**src/rtl/assert_macros.svh**
```systemverilog
// ---------------------------------------------------------------------------
// Assertion macros
// Shared concurrent assertion forms for the servo bus packet engine RTL.
// ---------------------------------------------------------------------------
`ifndef ASSERT_MACROS_SVH
`define ASSERT_MACROS_SVH

// Same-cycle implication, disabled while reset is asserted.
`define ASSERT_IMPLY(lbl, clk, rst_n, ante, cons) \
  lbl: assert property (@(posedge clk) disable iff (!rst_n) (ante) |-> (cons)) \
    else $error("same-cycle implication check failed");

// Next-cycle implication, disabled while reset is asserted.
`define ASSERT_NEXT(lbl, clk, rst_n, ante, cons) \
  lbl: assert property (@(posedge clk) disable iff (!rst_n) (ante) |=> (cons)) \
    else $error("next-cycle implication check failed");

`endif

```
**src/rtl/sbpe_pkg.sv**
```systemverilog
// ---------------------------------------------------------------------------
// Servo bus packet engine package
// Types, codes and constants shared by the packet engine modules.
// ---------------------------------------------------------------------------
package sbpe_pkg;

  // Protocol limits.
  localparam int unsigned MaxParams  = 64;
  localparam int unsigned MaxRead    = 64;
  localparam int unsigned MaxResults = 6;

  localparam int unsigned CntW      = 7;
  localparam int unsigned BurstCntW = $clog2(MaxResults + 1);

  // Packet framing.
  localparam logic [7:0] SyncByte    = 8'hFF;
  localparam logic [7:0] LenOverhead = 8'd2;

  // Reply byte positions.
  localparam logic [CntW-1:0] RxPosId    = CntW'(2);
  localparam logic [CntW-1:0] RxPosErr   = CntW'(4);
  localparam logic [CntW-1:0] RxPosData  = CntW'(5);

  // Stream widths.
  localparam int unsigned TdataInW  = 40;
  localparam int unsigned TdataOutW = 24;

  typedef enum logic [1:0] {
    OP_START   = 2'd0,
    OP_PARAM   = 2'd1,
    OP_RX_BYTE = 2'd2,
    OP_TIMEOUT = 2'd3
  } opcode_e;

  typedef enum logic [1:0] {
    KIND_TX     = 2'd0,
    KIND_DATA   = 2'd1,
    KIND_STATUS = 2'd2
  } kind_e;

  typedef struct packed {
    opcode_e         opcode;
    logic [7:0]      target_id;
    logic [7:0]      instruction;
    logic [CntW-1:0] param_count;
    logic [CntW-1:0] expect_count;
    logic [7:0]      data_byte;
  } item_t;

  typedef struct packed {
    kind_e      kind;
    logic [7:0] out_byte;
    logic       last;
    logic [7:0] servo_error;
    logic       timeout_flag;
    logic       header_fail;
    logic       id_mismatch;
    logic       checksum_bad;
  } result_t;

  // Results caused by one item, first result in entry zero.
  typedef struct packed {
    logic [BurstCntW-1:0]         count;
    result_t [MaxResults-1:0]     ent;
  } burst_t;

  // Result carrying one byte for the bus.
  function automatic result_t tx_result(input logic [7:0] value, input logic is_last);
    result_t r;
    r              = '0;
    r.kind         = KIND_TX;
    r.out_byte     = value;
    r.last         = is_last;
    return r;
  endfunction

endpackage

```
**src/rtl/sbpe_txn.sv**
```systemverilog
// ---------------------------------------------------------------------------
// Servo bus transaction sequencer
// Holds the transaction state and forms the results of one accepted item.
// ---------------------------------------------------------------------------
module sbpe_txn (
  input  logic             clk_i,
  input  logic             rst_ni,
  input  logic             accept_i,
  input  sbpe_pkg::item_t  item_i,
  output sbpe_pkg::burst_t burst_o
);
  import sbpe_pkg::*;

  typedef enum logic [1:0] {
    PH_IDLE = 2'd0,
    PH_SEND = 2'd1,
    PH_RECV = 2'd2
  } phase_e;

  phase_e          phase_q, phase_d;
  logic [7:0]      saved_id_q, saved_id_d;
  logic [7:0]      tx_sum_q, tx_sum_d;
  logic [CntW-1:0] params_left_q, params_left_d;
  logic [CntW-1:0] rx_pos_q, rx_pos_d;
  logic [CntW-1:0] rx_exp_q, rx_exp_d;
  logic [7:0]      rx_sum_q, rx_sum_d;
  logic            header_ok_q, header_ok_d;
  logic            id_ok_q, id_ok_d;
  logic [7:0]      servo_err_q, servo_err_d;

  logic [CntW-1:0] pc_sat;
  logic [CntW-1:0] ec_sat;
  logic [7:0]      len;
  logic [7:0]      start_sum;
  logic [7:0]      param_sum;
  logic [CntW-1:0] params_next;
  logic [7:0]      data_end;
  logic [7:0]      rx_sum_add;
  result_t         status;

  // Counts from a start item are clipped to the protocol limits.
  assign pc_sat     = (item_i.param_count > CntW'(MaxParams)) ? CntW'(MaxParams)
                                                              : item_i.param_count;
  assign ec_sat     = (item_i.expect_count > CntW'(MaxRead)) ? CntW'(MaxRead)
                                                             : item_i.expect_count;
  assign len        = {1'b0, pc_sat} + LenOverhead;
  assign start_sum  = item_i.target_id + len + item_i.instruction;
  assign param_sum  = tx_sum_q + item_i.data_byte;
  assign params_next = (params_left_q != '0) ? params_left_q - CntW'(1) : '0;
  assign data_end   = {1'b0, RxPosData} + {1'b0, rx_exp_q};
  assign rx_sum_add = rx_sum_q + item_i.data_byte;

  // Status summary built from the flags gathered so far.
  always_comb begin
    status             = '0;
    status.kind        = KIND_STATUS;
    status.last        = 1'b1;
    status.servo_error = servo_err_q;
    status.header_fail = ~header_ok_q;
    status.id_mismatch = ~id_ok_q;
  end

  // Next state and results of the current item.
  always_comb begin
    phase_d       = phase_q;
    saved_id_d    = saved_id_q;
    tx_sum_d      = tx_sum_q;
    params_left_d = params_left_q;
    rx_pos_d      = rx_pos_q;
    rx_exp_d      = rx_exp_q;
    rx_sum_d      = rx_sum_q;
    header_ok_d   = header_ok_q;
    id_ok_d       = id_ok_q;
    servo_err_d   = servo_err_q;
    burst_o       = '0;

    unique case (item_i.opcode)
      OP_START: begin
        saved_id_d    = item_i.target_id;
        params_left_d = pc_sat;
        rx_exp_d      = ec_sat;
        rx_pos_d      = '0;
        rx_sum_d      = '0;
        header_ok_d   = 1'b1;
        id_ok_d       = 1'b1;
        servo_err_d   = '0;
        tx_sum_d      = start_sum;
        burst_o.ent[0] = tx_result(SyncByte, 1'b0);
        burst_o.ent[1] = tx_result(SyncByte, 1'b0);
        burst_o.ent[2] = tx_result(item_i.target_id, 1'b0);
        burst_o.ent[3] = tx_result(len, 1'b0);
        burst_o.ent[4] = tx_result(item_i.instruction, 1'b0);
        if (pc_sat == '0) begin
          burst_o.ent[5] = tx_result(~start_sum, 1'b1);
          burst_o.count  = BurstCntW'(6);
          phase_d        = PH_RECV;
        end else begin
          burst_o.count  = BurstCntW'(5);
          phase_d        = PH_SEND;
        end
      end
      OP_PARAM: begin
        if (phase_q == PH_SEND) begin
          tx_sum_d       = param_sum;
          params_left_d  = params_next;
          burst_o.ent[0] = tx_result(item_i.data_byte, 1'b0);
          if (params_next == '0) begin
            burst_o.ent[1] = tx_result(~param_sum, 1'b1);
            burst_o.count  = BurstCntW'(2);
            phase_d        = PH_RECV;
            rx_pos_d       = '0;
            rx_sum_d       = '0;
          end else begin
            burst_o.count  = BurstCntW'(1);
          end
        end
      end
      OP_TIMEOUT: begin
        if (phase_q == PH_RECV) begin
          burst_o.ent[0]              = status;
          burst_o.ent[0].timeout_flag = 1'b1;
          burst_o.count               = BurstCntW'(1);
          phase_d                     = PH_IDLE;
        end
      end
      OP_RX_BYTE: begin
        if (phase_q == PH_RECV) begin
          priority if (rx_pos_q < RxPosId) begin
            // Two sync bytes open the reply.
            if (item_i.data_byte != SyncByte) begin
              header_ok_d = 1'b0;
            end
            rx_pos_d = rx_pos_q + CntW'(1);
          end else if (rx_pos_q < RxPosData) begin
            // Id, length and error byte enter the checksum.
            if ((rx_pos_q == RxPosId) && (item_i.data_byte != saved_id_q)) begin
              id_ok_d = 1'b0;
            end
            if (rx_pos_q == RxPosErr) begin
              servo_err_d = item_i.data_byte;
            end
            rx_sum_d = rx_sum_add;
            rx_pos_d = rx_pos_q + CntW'(1);
          end else if ({1'b0, rx_pos_q} < data_end) begin
            // Reply data is passed straight out.
            rx_sum_d                = rx_sum_add;
            rx_pos_d                = rx_pos_q + CntW'(1);
            burst_o.ent[0]          = '0;
            burst_o.ent[0].kind     = KIND_DATA;
            burst_o.ent[0].out_byte = item_i.data_byte;
            burst_o.count           = BurstCntW'(1);
          end else begin
            // Checksum byte closes the transaction.
            burst_o.ent[0]              = status;
            burst_o.ent[0].checksum_bad = (item_i.data_byte != ~rx_sum_q);
            burst_o.count               = BurstCntW'(1);
            phase_d                     = PH_IDLE;
          end
        end
      end
      default: begin
      end
    endcase
  end

  // Transaction state, updated on every accepted item.
  always_ff @(posedge clk_i or negedge rst_ni) begin
    if (!rst_ni) begin
      phase_q       <= PH_IDLE;
      saved_id_q    <= '0;
      tx_sum_q      <= '0;
      params_left_q <= '0;
      rx_pos_q      <= '0;
      rx_exp_q      <= '0;
      rx_sum_q      <= '0;
      header_ok_q   <= 1'b1;
      id_ok_q       <= 1'b1;
      servo_err_q   <= '0;
    end else if (accept_i) begin
      phase_q       <= phase_d;
      saved_id_q    <= saved_id_d;
      tx_sum_q      <= tx_sum_d;
      params_left_q <= params_left_d;
      rx_pos_q      <= rx_pos_d;
      rx_exp_q      <= rx_exp_d;
      rx_sum_q      <= rx_sum_d;
      header_ok_q   <= header_ok_d;
      id_ok_q       <= id_ok_d;
      servo_err_q   <= servo_err_d;
    end
  end

endmodule

```
**src/rtl/servo_bus_packet_engine_core.sv**
```systemverilog
// ---------------------------------------------------------------------------
// Servo bus packet engine
// Host side of one servo bus transaction: builds the command packet and
// parses the status reply, one stream transfer per byte.
//
//   Channel  Dir  Carries
//   s_axis   in   tuser: opcode; tdata: id, instruction, counts, data byte
//   m_axis   out  tuser: kind; tdata: byte and flags; tlast: packet end
//
// An item's results (up to six) are loaded into an output queue and leave
// one per cycle while m_axis is ready, so the input rate is set by the
// output port: an item has one result or none, the last parameter byte
// two (byte and checksum), a start item five or six.
// A new item is taken in the same cycle that the last queued result leaves.
// Reset clears the queue and returns the transaction to idle.
// Back-pressure on m_axis holds the queue and, through it, s_axis.
// ---------------------------------------------------------------------------
`include "assert_macros.svh"

module servo_bus_packet_engine_core (
  input  logic        clk_i,
  input  logic        rst_ni,
  input  logic        s_axis_tvalid,
  output logic        s_axis_tready,
  // [7:0] target_id, [15:8] instruction, [22:16] param_count,
  // [29:23] expect_count, [37:30] data_byte, [39:38] zero
  input  logic [sbpe_pkg::TdataInW-1:0] s_axis_tdata,
  // [1:0] opcode
  input  logic [1:0]  s_axis_tuser,
  output logic        m_axis_tvalid,
  input  logic        m_axis_tready,
  // [7:0] out_byte, [15:8] servo_error, [16] timeout_flag, [17] header_fail,
  // [18] id_mismatch, [19] checksum_bad, [23:20] zero
  output logic [sbpe_pkg::TdataOutW-1:0] m_axis_tdata,
  // [1:0] kind
  output logic [1:0]  m_axis_tuser,
  output logic        m_axis_tlast
);
  import sbpe_pkg::*;

  item_t                    item;
  burst_t                   txn_burst;
  logic                     s_xfer;
  logic                     m_xfer;
  logic [BurstCntW-1:0]     out_cnt_q, out_cnt_d;
  result_t [MaxResults-1:0] ent_q, ent_d;
  result_t                  head;

  // Input item unpacking.
  always_comb begin
    item.opcode       = opcode_e'(s_axis_tuser);
    item.target_id    = s_axis_tdata[7:0];
    item.instruction  = s_axis_tdata[15:8];
    item.param_count  = s_axis_tdata[22:16];
    item.expect_count = s_axis_tdata[29:23];
    item.data_byte    = s_axis_tdata[37:30];
  end

  // Handshake: the queue is free once its last result is leaving.
  assign m_xfer        = m_axis_tvalid & m_axis_tready;
  assign s_axis_tready = (out_cnt_q == '0) ||
                         ((out_cnt_q == BurstCntW'(1)) && m_axis_tready);
  assign s_xfer        = s_axis_tvalid & s_axis_tready;

  sbpe_txn u_txn (
    .clk_i    (clk_i),
    .rst_ni   (rst_ni),
    .accept_i (s_xfer),
    .item_i   (item),
    .burst_o  (txn_burst)
  );

  // Output queue: shift toward entry zero on each output transfer.
  always_comb begin
    out_cnt_d = out_cnt_q;
    ent_d     = ent_q;
    if (m_xfer) begin
      out_cnt_d = out_cnt_q - BurstCntW'(1);
      for (int i = 0; i < MaxResults - 1; i++) begin
        ent_d[i] = ent_q[i+1];
      end
      ent_d[MaxResults-1] = '0;
    end
    if (s_xfer) begin
      out_cnt_d = txn_burst.count;
      ent_d     = txn_burst.ent;
    end
  end

  always_ff @(posedge clk_i or negedge rst_ni) begin
    if (!rst_ni) begin
      out_cnt_q <= '0;
    end else begin
      out_cnt_q <= out_cnt_d;
    end
  end

  always_ff @(posedge clk_i) begin
    ent_q <= ent_d;
  end

  // Output packing from the queue head.
  assign head          = ent_q[0];
  assign m_axis_tvalid = (out_cnt_q != '0);
  assign m_axis_tuser  = head.kind;
  assign m_axis_tlast  = head.last;
  assign m_axis_tdata  = {4'b0000, head.checksum_bad, head.id_mismatch,
                          head.header_fail, head.timeout_flag,
                          head.servo_error, head.out_byte};

  // An item is only taken when at most one result is still queued.
  `ASSERT_IMPLY(a_accept_queue_low, clk_i, rst_ni, s_xfer,
                (out_cnt_q == '0) || (out_cnt_q == BurstCntW'(1)))
  // A status result always closes its packet.
  `ASSERT_IMPLY(a_status_last, clk_i, rst_ni,
                m_axis_tvalid && (m_axis_tuser == KIND_STATUS), m_axis_tlast)
  // Without a new item, each output transfer drains exactly one entry.
  `ASSERT_NEXT(a_drain_one, clk_i, rst_ni, m_xfer && !s_xfer,
               out_cnt_q == ($past(out_cnt_q) - BurstCntW'(1)))

endmodule

```
**config.mk**
```make
export PLATFORM = sky130hd
export DESIGN_NAME = servo_bus_packet_engine_core
export DESIGN_NICKNAME = d
export VERILOG_FILES = /design/src/rtl/sbpe_pkg.sv /design/src/rtl/sbpe_txn.sv /design/src/rtl/servo_bus_packet_engine_core.sv
export VERILOG_INCLUDE_DIRS = /design/src /design/src/rtl
export SDC_FILE = /design/constraint.sdc
export NUM_CORES = 1
export LEC_CHECK = 0
export ABC_CLOCK_PERIOD_IN_PS = 6500
export BUFFER_PORTS_ARGS = -buffer_cell sky130_fd_sc_hd__buf_4
export CAP_MARGIN = 30
export CORE_MARGIN = 5
export CORE_UTILIZATION = 64
export DETAILED_ROUTE_END_ITERATION = 6
export HOLD_SLACK_MARGIN = 0.03
export PLACE_DENSITY = 0.86
export SYNTH_ARGS = -nofsm -noshare
export SYNTH_HDL_FRONTEND = slang
export SYNTH_SLANG_ARGS = --single-unit
```
**constraint.sdc**
```tcl
create_clock -name clk_i -period 6.5 [get_ports clk_i]
set_input_delay 0.325 -clock clk_i [delete_from_list [all_inputs] [get_ports clk_i]]
set_output_delay 0.325 -clock clk_i [all_outputs]
set_load 0.01 [all_outputs]
```
==> flow_summary.json, run 1 <==
{
  "cp_cell_sequence": "ha_1, o21ai_0, xor2_1, ha_1, nand4_1, a21oi_1, o21ai_0, nand2b_1, a21oi_1, nor2b_1",
  "syn_avg_cell_area_um2": 10.2,
  "power_density_mw_per_mm2": 423,
  "grt_max_degree": 61,
  "crit_arrival_ns": 3.57,
  "cts_tree": "built",
  "max_cap_viol_count": 0,
  "met1_length_um": 7310,
  "worst_hold_path.num_cells": 3,
  "hold_class": "in -> reg",
  "wl_met3_um": 1690,
  "synth_xor_area_share_pct": 3.98,
  "synth_top_family_by_area": "simple AND/OR/NAND/NOR gates",
  "post_drt_wl_per_cell_um": 20.6,
  "drive_gt1_share_pct": 16.4,
  "antenna_cells": 0,
  "numPortBuffers": 68,
  "crit_family": "compound AO/OA/AOI/OAI gates",
  "n_fill_cell": 779,
  "rsz0062_at_grt": "no",
  "finalCritPeriodShare_pct": 50.7,
  "ioPinCount": 75,
  "h-tree-depth": 4,
  "setup_tns_ns": 0,
  "root_buffer": "clkbuf_16",
  "worst-path-stages": 10,
  "synth_compound_area_share_pct": 14.8,
  "rows": 39,
  "crit_fanout": 12,
  "ctsResizeCount": 0,
  "cts.sinks": 128,
  "grt_pass1_wl_um": 30700,
  "core_mm2": 0.0114,
  "reg2reg_depth": 10,
  "grtUsageTotal_pct": 27.5,
  "layout-area-overhead-vs-synth_pct": 13.1,
  "vdd_drop_max_mv": 0.262,
  "hold_buffers": 1,
  "drc": 0,
  "setup_violations": 0,
  "tightest_slew_ns": 0.927,
  "ys_ff_latch": 128,
  "cp.required_ns": 6.78,
  "status": "completed",
  "synth_ff_type": "edfxtp_1",
  "slowest_delay_ns": 0.74,
  "r2r_start": "u_txn.rx_exp_q[0]",
  "ys_seq_area_share_pct": 47.4,
  "postRouteAntennaNets": 0,
  "ys_async_sr_fraction_pct": 46.9,
  "synth.distinct_cells": 69,
  "timing.fmax_ghz": 0.304,
  "ys_warn_count": 0,
  "synthAdderAreaFrac_pct": 8.53,
  "clockBufferDepth": 2,
  "leakagePower_nw": 3.82,
  "clock_latency_ns": 0.43,
  "dp_hpwl_um": 12900,
  "fp.dieH_um": 118,
  "fp.dieArea_mm2": 0.0140,
  "initial_utilization_pct": 65.5,
  "drt_first_iter_violations": 582,
  "antenna_found_initial": 0,
  "via_count": 6000,
  "slew_headroom_pct": 38.1,
  "dp.cells": 896,
  "nets": 865,
  "path_clk_slew_ns": 0.06,
  "grt_pass1_vias": 6140,
  "top_layer_used": "met4",
  "stdcell_count": 930,
  "synth_top_area_share_pct": 27.3,
  "vias_per_cell": 6.45,
  "netlist.top_cell.by_area": "edfxtp_1",
  "end_kind": "register",
  "synth_edf_count": 68,
  "synthMuxAreaShare_pct": 1.91,
  "synth_common_cells": "nand2_1, edfxtp_1, dfrtp_1",
  "finalCriticalPeriod_ns": 3.29,
  "first_pass_iters": 5,
  "critical_path_class": "reg -> reg",
  "worstHoldStart": "s_axis_tdata[29]",
  "hold_viol": 0,
  "fin_skew_ns": 0.0131,
  "crit_start": "u_txn.rx_exp_q[0]",
  "yosysMostFrequentCell": "nand2_1",
  "ys_top_cells_by_area": "edfxtp_1, dfrtp_1, nand2_1",
  "critPathSlowestCell": "a21oi_1",
  "whs_ns": 0.140,
  "final_max_slew_viol_count": 0,
  "post-cts-setup-buffers": 0,
  "die_width_um": 118,
  "syn_area_mm2": 0.00748,
  "path_buf_inv": 0,
  "wl_met2_um": 9550,
  "post-route-util_pct": 74.1,
  "gp_congestion": 0.974,
  "cts_buffers": 17,
  "syn_inst": 735,
  "wl_um": 19100,
  "synth_simple_gate_area_share_pct": 16.7,
  "worstSetupStartpointType": "register",
  "grt_overflow_total": 0
}
==> cells by family after synthesis <==
group	count (synthesis)
AOI/OAI and AO/OA	164
xor gates and xnor gates	34
adders and majority gates	45
buffers and inverters	95
DFF	128
muxes	14
other	1
and+or+nand+nor	254
==> registers in the layout (all words and copies together) (netlist names) <==
register / cells
u_txn.header_ok_q: 1
m_axis_tlast: 1
out_cnt_q: 3
u_txn.tx_sum_q: 8
u_txn.id_ok_q: 1
ent_q: 45
u_txn.rx_pos_q: 7
u_txn.servo_err_q: 8
u_txn.rx_exp_q: 7
m_axis_tuser: 2
u_txn.params_left_q: 7
u_txn.saved_id_q: 8
u_txn.rx_sum_q: 8
m_axis_tdata: 20
u_txn.phase_q: 2
==> layer usage <==
layer | vias up | GRT usage, %
met2 | 373 | 46.0
met5 | - | 0
met3 | 59 | 6.78
met4 | 0 | 13.3
met1 | 2896 | 33.3
li1 | 2672 | -
==> placed cells by master (no fill, tap or decap), types with 3 or more instances in the layout <==
master / synthesis / routed
a211oi_1: 4 / 4
a21o_1: 11 / 11
a21oi_1: 29 / 29
a221o_1: 10 / 10
a22o_1: 8 / 8
a31oi_1: 12 / 12
a41oi_1: 3 / 3
and2_1: 14 / 14
and3_1: 6 / 6
buf_4: 26 / 72
clkbuf_16: 0 / 18
clkinv_2: 0 / 4
clkinv_4: 0 / 3
conb_1: 1 / 4
dfrtp_1: 58 / 58
edfxtp_1: 68 / 68
fa_1: 10 / 10
ha_1: 35 / 35
inv_1: 39 / 39
mux2i_1: 12 / 12
nand2_1: 124 / 124
nand2b_1: 5 / 5
nand3_1: 21 / 20
nand3b_1: 6 / 6
nand4_1: 9 / 9
nor2_1: 28 / 27
nor2_2: 3 / 4
nor2b_1: 7 / 7
nor3_1: 7 / 7
nor3b_1: 3 / 3
nor4b_1: 3 / 3
o2111ai_1: 5 / 5
o211ai_1: 3 / 3
o21a_1: 3 / 3
o21ai_0: 44 / 44
o21bai_1: 3 / 3
o31ai_1: 16 / 16
or4_1: 3 / 3
xnor2_1: 23 / 23
xor2_1: 11 / 11
==> final cells by class <==
type                            instances  area, um2  area share [%]
Clock inverter                         12        106            1.26
Timing Repair Buffer                   73        551            6.51
Inverter                               39        146            1.73
Multi-Input combinational cell        515       3450            40.8
Sequential cell                       128       3550            41.9
Tap cell                              143        179            2.12
Clock buffer                           20        478            5.65
==> report_power, final <==
group / leakage [nW] / internal, mW / switching (mW)
registers: 1.44 / 1.21 / 0.176
logic: 2.09 / 0.520 / 0.733
clock network: 0.288 / 0.568 / 0.370
total: 3.82 / 2.30 / 1.28
==> path summary, 6_finish.rpt <==
check,to,slack (ns)
min reg2reg,u_txn.rx_sum_q[3],0.49
max,m_axis_tdata[18],3.21
max reg2reg,m_axis_tdata[18],3.21
min in group asynchronous,u_txn.rx_exp_q[1],0.53
max in group asynchronous,u_txn.tx_sum_q[6],5.45
min,u_txn.rx_exp_q[6],0.14
==> stage by stage <==
stage	instance area [um2]	total power, mW	worst slack (ns)
floorplan	7490	2.27	3.42
global placement	7860	2.50	3.18
detailed placement	7860	2.60	3.09
CTS	8450	3.55	3.21
global route	8460	3.77	2.94
finish	8460	3.57	3.21
==> worst reg2reg max path, cell delays in order, from the launching register on <==
cell and delay, ns:
dfrtp_1 0.41, ha_1 0.26, o21ai_0 0.25, xor2_1 0.11
ha_1 0.32, nand4_1 0.10, a21oi_1 0.23, o21ai_0 0.27
nand2b_1 0.23, a21oi_1 0.74, nor2b_1 0.22
No activity file was read; power rests on OpenSTA's default activity.
==> run 2: changes to the inputs <==
--- a/config.mk
+++ b/config.mk
@@ -6,14 +6,14 @@
 export SDC_FILE = /design/constraint.sdc
 export NUM_CORES = 1
 export LEC_CHECK = 0
-export ABC_CLOCK_PERIOD_IN_PS = 6500
+export ABC_CLOCK_PERIOD_IN_PS = 2950
 export BUFFER_PORTS_ARGS = -buffer_cell sky130_fd_sc_hd__buf_4
 export CAP_MARGIN = 30
 export CORE_MARGIN = 5
-export CORE_UTILIZATION = 64
+export CORE_UTILIZATION = 54
 export DETAILED_ROUTE_END_ITERATION = 6
 export HOLD_SLACK_MARGIN = 0.03
-export PLACE_DENSITY = 0.86
+export PLACE_DENSITY = 0.78
 export SYNTH_ARGS = -nofsm -noshare
 export SYNTH_HDL_FRONTEND = slang
 export SYNTH_SLANG_ARGS = --single-unit
==> constraint.sdc (replaced) <==
create_clock -name clk_i -period 2.95 [get_ports clk_i]
set_input_delay 0.1475 -clock clk_i [delete_from_list [all_inputs] [get_ports clk_i]]
set_output_delay 0.1475 -clock clk_i [all_outputs]
set_load 0.01 [all_outputs]
==> run 2 against run 1 <==
  * Routed wire length shrank 1.6%
  * Final cell count grew 6.8%
  * Design area grew 4.6%
  * Sequential share of layout area shrank 1.9 points
  * Clock-buffer cell count grew 2
  * Power grew 130%
  * Via count shrank 0.77%
  * Non-clock buffer count grew 26
  * Critical path depth grew 1
  * Die area grew 17%
  * Clock skew shrank 0.0060 ns
  * Global-route usage shrank 3.6 points
  * Critical path type unchanged
==> flow_summary.json, run 2 (synthesis results as in run 1) <==
{
  "status": "completed",
  "layout_commonest_cell": "nand2_1",
  "numPortBuffers": 68,
  "setup_violations": 0,
  "r2r_start": "u_txn.rx_exp_q[0]",
  "hold_class": "in -> reg",
  "post_drt_wl_per_cell_um": 18.9,
  "met1_length_um": 7460,
  "crit_arrival_ns": 2.90,
  "dp_slack_ns": -0.0321,
  "cp.required_ns": 3.10,
  "hold_viol": 0,
  "grt_pass1_wl_um": 30400,
  "crit_fanout": 8,
  "nets": 891,
  "max_cap_viol_count": 0,
  "largest_reg_flops": 45,
  "gp_congestion": 0.883,
  "end_kind": "register",
  "path_clk_slew_ns": 0.06,
  "fin_skew_ns": 0.00714,
  "grt_overflow_total": 0,
  "worstHoldStart": "s_axis_tdata[13]",
  "wl_met3_um": 1610,
  "grt_max_degree": 61,
  "crit_start": "u_txn.rx_exp_q[0]",
  "core_mm2": 0.0137,
  "tightest_slew_ns": 0.903,
  "post-cts-setup-buffers": 0,
  "drive_gt1_share_pct": 17.0,
  "largest-register": "ent_q",
  "leakagePower_nw": 3.98,
  "fp.dieArea_mm2": 0.0163,
  "stdcell_count": 993,
  "layout-area-overhead-vs-synth_pct": 18.3,
  "drc": 0,
  "final_cell_mix": "nand2_1, buf_4, edfxtp_1",
  "h-tree-depth": 4,
  "slew_headroom_pct": 39.7,
  "cts.sinks": 128,
  "die_width_um": 128,
  "first_pass_iters": 5,
  "root_buffer": "clkbuf_16",
  "final_max_slew_viol_count": 0,
  "grtUsageTotal_pct": 23.9,
  "clock_latency_ns": 0.42,
  "grt_pass1_vias": 5853,
  "worstSetupStartpointType": "register",
  "p_total_mw": 8.21,
  "clockBufferDepth": 2,
  "via_count": 5954,
  "dp_hpwl_um": 13500,
  "post-route-util_pct": 64.5,
  "vias_per_cell": 6.00,
  "vdd_drop_max_mv": 0.463,
  "postRouteAntennaNets": 0,
  "cts_buffers": 17,
  "rsz0062_at_grt": "no",
  "wl_um": 18800,
  "antenna_found_initial": 0,
  "cts_tree": "built",
  "setup_slack_ns": 0.203,
  "power_density_mw_per_mm2": 928,
  "ioPinCount": 75,
  "wl_met2_um": 9230,
  "fp.dieH_um": 128,
  "initial_utilization_pct": 54.5,
  "drt_first_iter_violations": 509,
  "dp.cells": 945,
  "setup_tns_ns": 0,
  "finalCritPeriodShare_pct": 93.1,
  "timing.fmax_ghz": 0.364,
  "finalCriticalPeriod_ns": 2.75,
  "critical_path_class": "reg -> reg",
  "antenna_cells": 0,
  "rows": 43,
  "top_layer_used": "met4"
}
==> run 2: worst max-delay path, cell delays in order, from the launching register on <==
cell	delay, ns
dfrtp_1	0.40
ha_1	0.25
o21ai_1	0.19
xor2_1	0.09
ha_1	0.30
a211oi_1	0.07
o21bai_1	0.22
o21ai_0	0.17
buf_4	0.17
a21oi_1	0.21
nor2_4	0.10
a221o_1	0.33
==> run 2: final cells by class <==
class / count / area, um2
fillers: 1062 / 4870
inverters: 39 / 146
clock inverters: 10 / 180
multi-input cells: 515 / 3460
flip-flops and latches: 128 / 3550
clock buffers: 22 / 484
repair buffers: 99 / 808
well taps: 180 / 225
==> run 2: routing by layer <==
metal  GRT usage (%)  vias to the layer above
li1                -                     2729
met1            30.4                     2886
met2            39.7                      290
met3            5.96                       49
met4            9.05                        0
met5               0                        -
==> run 2: timing repair <==
action                     CTS  global route
setup endpoints to repair    0             8
gates resized for setup      0             4
hold buffers                16             0
hold endpoints to repair    72             0
==> run 2: metrics by stage <==
stage               area [um2]  hold slack, ns
floorplan                 7490          -0.148
global placement          8020           0.277
detailed placement        8020           0.290
CTS                       8840          0.0366
global route              8850          0.0397
finish                    8850          0.0515
==> run 2: power breakdown <==
| group | leakage (nW) | total, mW | internal [mW] | switching, mW |
|---|---|---|---|---|
| registers | 1.44 | 3.05 | 2.66 | 0.393 |
| logic | 2.21 | 2.81 | 1.21 | 1.61 |
| clock network | 0.325 | 2.35 | 1.59 | 0.766 |
| total | 3.98 | 8.21 | 5.45 | 2.77 |
==> run 2: path summary, 6_finish.rpt <==
| check | cells past startpoint | slack (ns) | endpoint |
|---|---|---|---|
| setup / recovery | 11 | 0.20 | m_axis_tdata[0] |
| max in group asynchronous | 2 | 2.03 | u_txn.rx_exp_q[5] |
| hold reg to reg | 2 | 0.48 | u_txn.id_ok_q |
| hold / removal | 3 | 0.05 | ent_q[110] |
| setup reg to reg | 11 | 0.20 | m_axis_tdata[0] |
| min in group asynchronous | 2 | 0.36 | u_txn.rx_sum_q[3] |
==> run 3: changes to the inputs <==
--- a/config.mk
+++ b/config.mk
@@ -10,10 +10,11 @@
 export BUFFER_PORTS_ARGS = -buffer_cell sky130_fd_sc_hd__buf_4
 export CAP_MARGIN = 30
 export CORE_MARGIN = 5
-export CORE_UTILIZATION = 54
+export CORE_UTILIZATION = 57
 export DETAILED_ROUTE_END_ITERATION = 6
 export HOLD_SLACK_MARGIN = 0.03
-export PLACE_DENSITY = 0.78
+export PLACE_DENSITY = 0.8
 export SYNTH_ARGS = -nofsm -noshare
 export SYNTH_HDL_FRONTEND = slang
+export SYNTH_HIERARCHICAL = 1
 export SYNTH_SLANG_ARGS = --single-unit
==> run 3 against run 2 <==
  * Final cell count grew 34%
  * Combinational power grew 59%
  * Core utilization shrank 0.52 points
  * Flip-flop and latch count grew 70
  * Worst setup slack lost 0.070 ns
  * Clock power shrank 5%
  * Clock-buffer cell count shrank 1
  * Power grew 43%
  * Critical path type unchanged
  * Highest routed layer unchanged
==> flow_summary.json, run 3 <==
{
  "cts_tree": "built",
  "cts_buffers": 17,
  "yosysMostFrequentCell": "edfxtp_1",
  "critical_path_class": "reg -> reg",
  "antenna_cells": 0,
  "first_pass_iters": 5,
  "worstHoldStart": "s_axis_tdata[35]",
  "p_total_mw": 11.8,
  "h-tree-depth": 4,
  "finalCriticalPeriod_ns": 2.82,
  "slew_headroom_pct": 46.7,
  "grtUsageTotal_pct": 20.2,
  "n_fill_cell": 1462,
  "numPortBuffers": 68,
  "grt_pass1_vias": 7317,
  "path_clk_slew_ns": 0.08,
  "antenna_found_initial": 0,
  "leakagePower_nw": 5.53,
  "fp.dieArea_mm2": 0.0235,
  "rsz0062_at_grt": "no",
  "synth_common_cells": "edfxtp_1, buf_4, mux2_4",
  "syn_inst": 970,
  "r2r_start": "u_txn/rx_exp_q[0]",
  "grt_max_degree": 90,
  "netlist.top_cell.by_area": "edfxtp_1",
  "core_mm2": 0.0202,
  "gp_congestion": 0.900,
  "drc": 0,
  "postRouteAntennaNets": 0,
  "ioPinCount": 75,
  "grt_overflow_total": 0,
  "synth_top_area_share_pct": 35.4,
  "initial_utilization_pct": 57.9,
  "postPlaceCellArea_mm2": 0.0121,
  "crit_fanout": 12,
  "cts.sinks": 198,
  "ys_seq_area_share_pct": 48.2,
  "synth_ff_type": "edfxtp_1",
  "timing.fmax_ghz": 0.355,
  "tightest_slew_ns": 0.799,
  "synth.distinct_cells": 64,
  "grt_pass1_wl_um": 38100,
  "via_count": 7356,
  "crit_arrival_ns": 3.00,
  "fin_skew_ns": 0.0134,
  "layout-area-overhead-vs-synth_pct": 10.5,
  "layout_commonest_cell": "edfxtp_1",
  "worstSetupStartpointType": "register",
  "setup_violations": 0,
  "post_drt_wl_per_cell_um": 17.7,
  "largest-register": "ent_q",
  "drive_gt1_share_pct": 25.8,
  "nets": 1138,
  "finalCritPeriodShare_pct": 95.5,
  "whs_ns": 0.0612,
  "cp.required_ns": 3.13,
  "largest_reg_flops": 115,
  "fp.dieH_um": 153,
  "setup_slack_ns": 0.132,
  "hold_viol": 0,
  "status": "completed",
  "rows": 52,
  "power_density_mw_per_mm2": 909,
  "wl_um": 23500,
  "setup_tns_ns": 0,
  "clockBufferDepth": 2,
  "end_kind": "register",
  "hold_class": "in -> reg",
  "ys_async_sr_fraction_pct": 30.3,
  "dp_slack_ns": 0.00480,
  "root_buffer": "clkbuf_16",
  "die_width_um": 153,
  "clock_latency_ns": 0.44,
  "ys_warn_count": 6,
  "syn_avg_cell_area_um2": 12.1,
  "synth_edf_count": 138,
  "final_cell_mix": "edfxtp_1, buf_4, conb_1",
  "ys_ff_latch": 198,
  "drt_first_iter_violations": 604,
  "syn_area_mm2": 0.0117,
  "dp_hpwl_um": 16000,
  "vdd_drop_max_mv": 0.646,
  "ys_top_cells_by_area": "edfxtp_1, dfrtp_1, mux2_4",
  "crit_start": "u_txn/rx_exp_q[0]",
  "vias_per_cell": 5.53,
  "final_max_slew_viol_count": 0,
  "final_area_mm2": 0.0129,
  "max_cap_viol_count": 0
}
## run 3: cell types whose count changed in the layout (fill, tap and decap cells not counted), moves of 7 or more
cell,delta
nand3_1,-12
nand2_1,-84
edfxtp_1,+70
nand2b_1,+9
conb_1,+74
nor2_1,+27
mux2_2,+46
buf_4,+19
o31ai_1,-7
and2_1,+29
mux2i_1,-10
mux2_4,+75
## run 3: cells by family (layout without fill, tap and decap cells)
logic type / after synthesis / after routing / synth area share, %
simple gates: 221 / 221 / 9.97
mux: 125 / 125 / 14.4
flops: 198 / 198 / 48.2
fa+ha+maj: 45 / 45 / 5.44
other cells: 2 / 78 / 0.0641
buf+inv: 174 / 188 / 9.58
xor+xnor: 34 / 34 / 2.54
compound gates: 171 / 171 / 9.82
## run 3: cell type report
cell class | count | area [um2] | area share, %
flip-flops and latches | 198 | 5650 | 43.6
multi-input cells | 674 | 5280 | 40.8
well taps | 270 | 338 | 2.61
clock buffers | 21 | 472 | 3.64
repair buffers | 122 | 991 | 7.65
clock inverters | 11 | 90.1 | 0.696
inverters | 34 | 128 | 0.986
## run 3: layer usage
layer,track usage (%),vias up,wire length (um)
li1,-,3476,-
met1,27.3,3600,10100
met2,32.7,234,11400
met3,4.07,46,1360
met4,6.90,0,621
met5,0,-,0
## run 3: path summary, 6_finish.rpt
check	slack, ns	to	cells past startpoint
hold reg to reg	0.48	u_txn/servo_err_q[6]	2
setup reg to reg	0.13	m_axis_tdata[11]	12
hold / removal	0.06	u_txn/servo_err_q[5]	2
max in group asynchronous	2.07	u_txn/servo_err_q[0]	2
min in group asynchronous	0.34	u_txn/params_left_q[1]	2
setup / recovery	0.13	m_axis_tdata[11]	12
## run 3: report_power, final
group	total, mW	switching, mW	internal (mW)
Combinational	4.48	2.16	2.32
Sequential	5.06	0.515	4.55
Clock	2.23	1.06	1.17
## run 3: worst max-delay path, stage by stage, from the launching register on
cell and delay, ns:
dfrtp_1 0.41, ha_2 0.22, o2111ai_2 0.18, xor2_1 0.18, ha_1 0.26, a41oi_1 0.21, o21ai_1 0.12, o21ai_1 0.13
buf_4 0.15, o21bai_1 0.09, buf_4 0.18, and2_1 0.16, mux2_2 0.26
## run 3: per-stage QoR
step / util [%] / std cells
detailed placement: 60.0 / 1278
finish: 64.0 / 1330
global placement: 60.0 / 1278
CTS: 63.8 / 1330
global route: 64.0 / 1330
floorplan: - / 1046
## run 3: what timing repair did
| item | in CTS | in global routing |
|---|---|---|
| gates resized for setup | 1 | 14 |
| setup buffers | 0 | 0 |
| hold buffers | 20 | 0 |
| endpoints found under the hold margin | 73 | 0 |
| endpoints found under the setup margin | 5 | 32 |
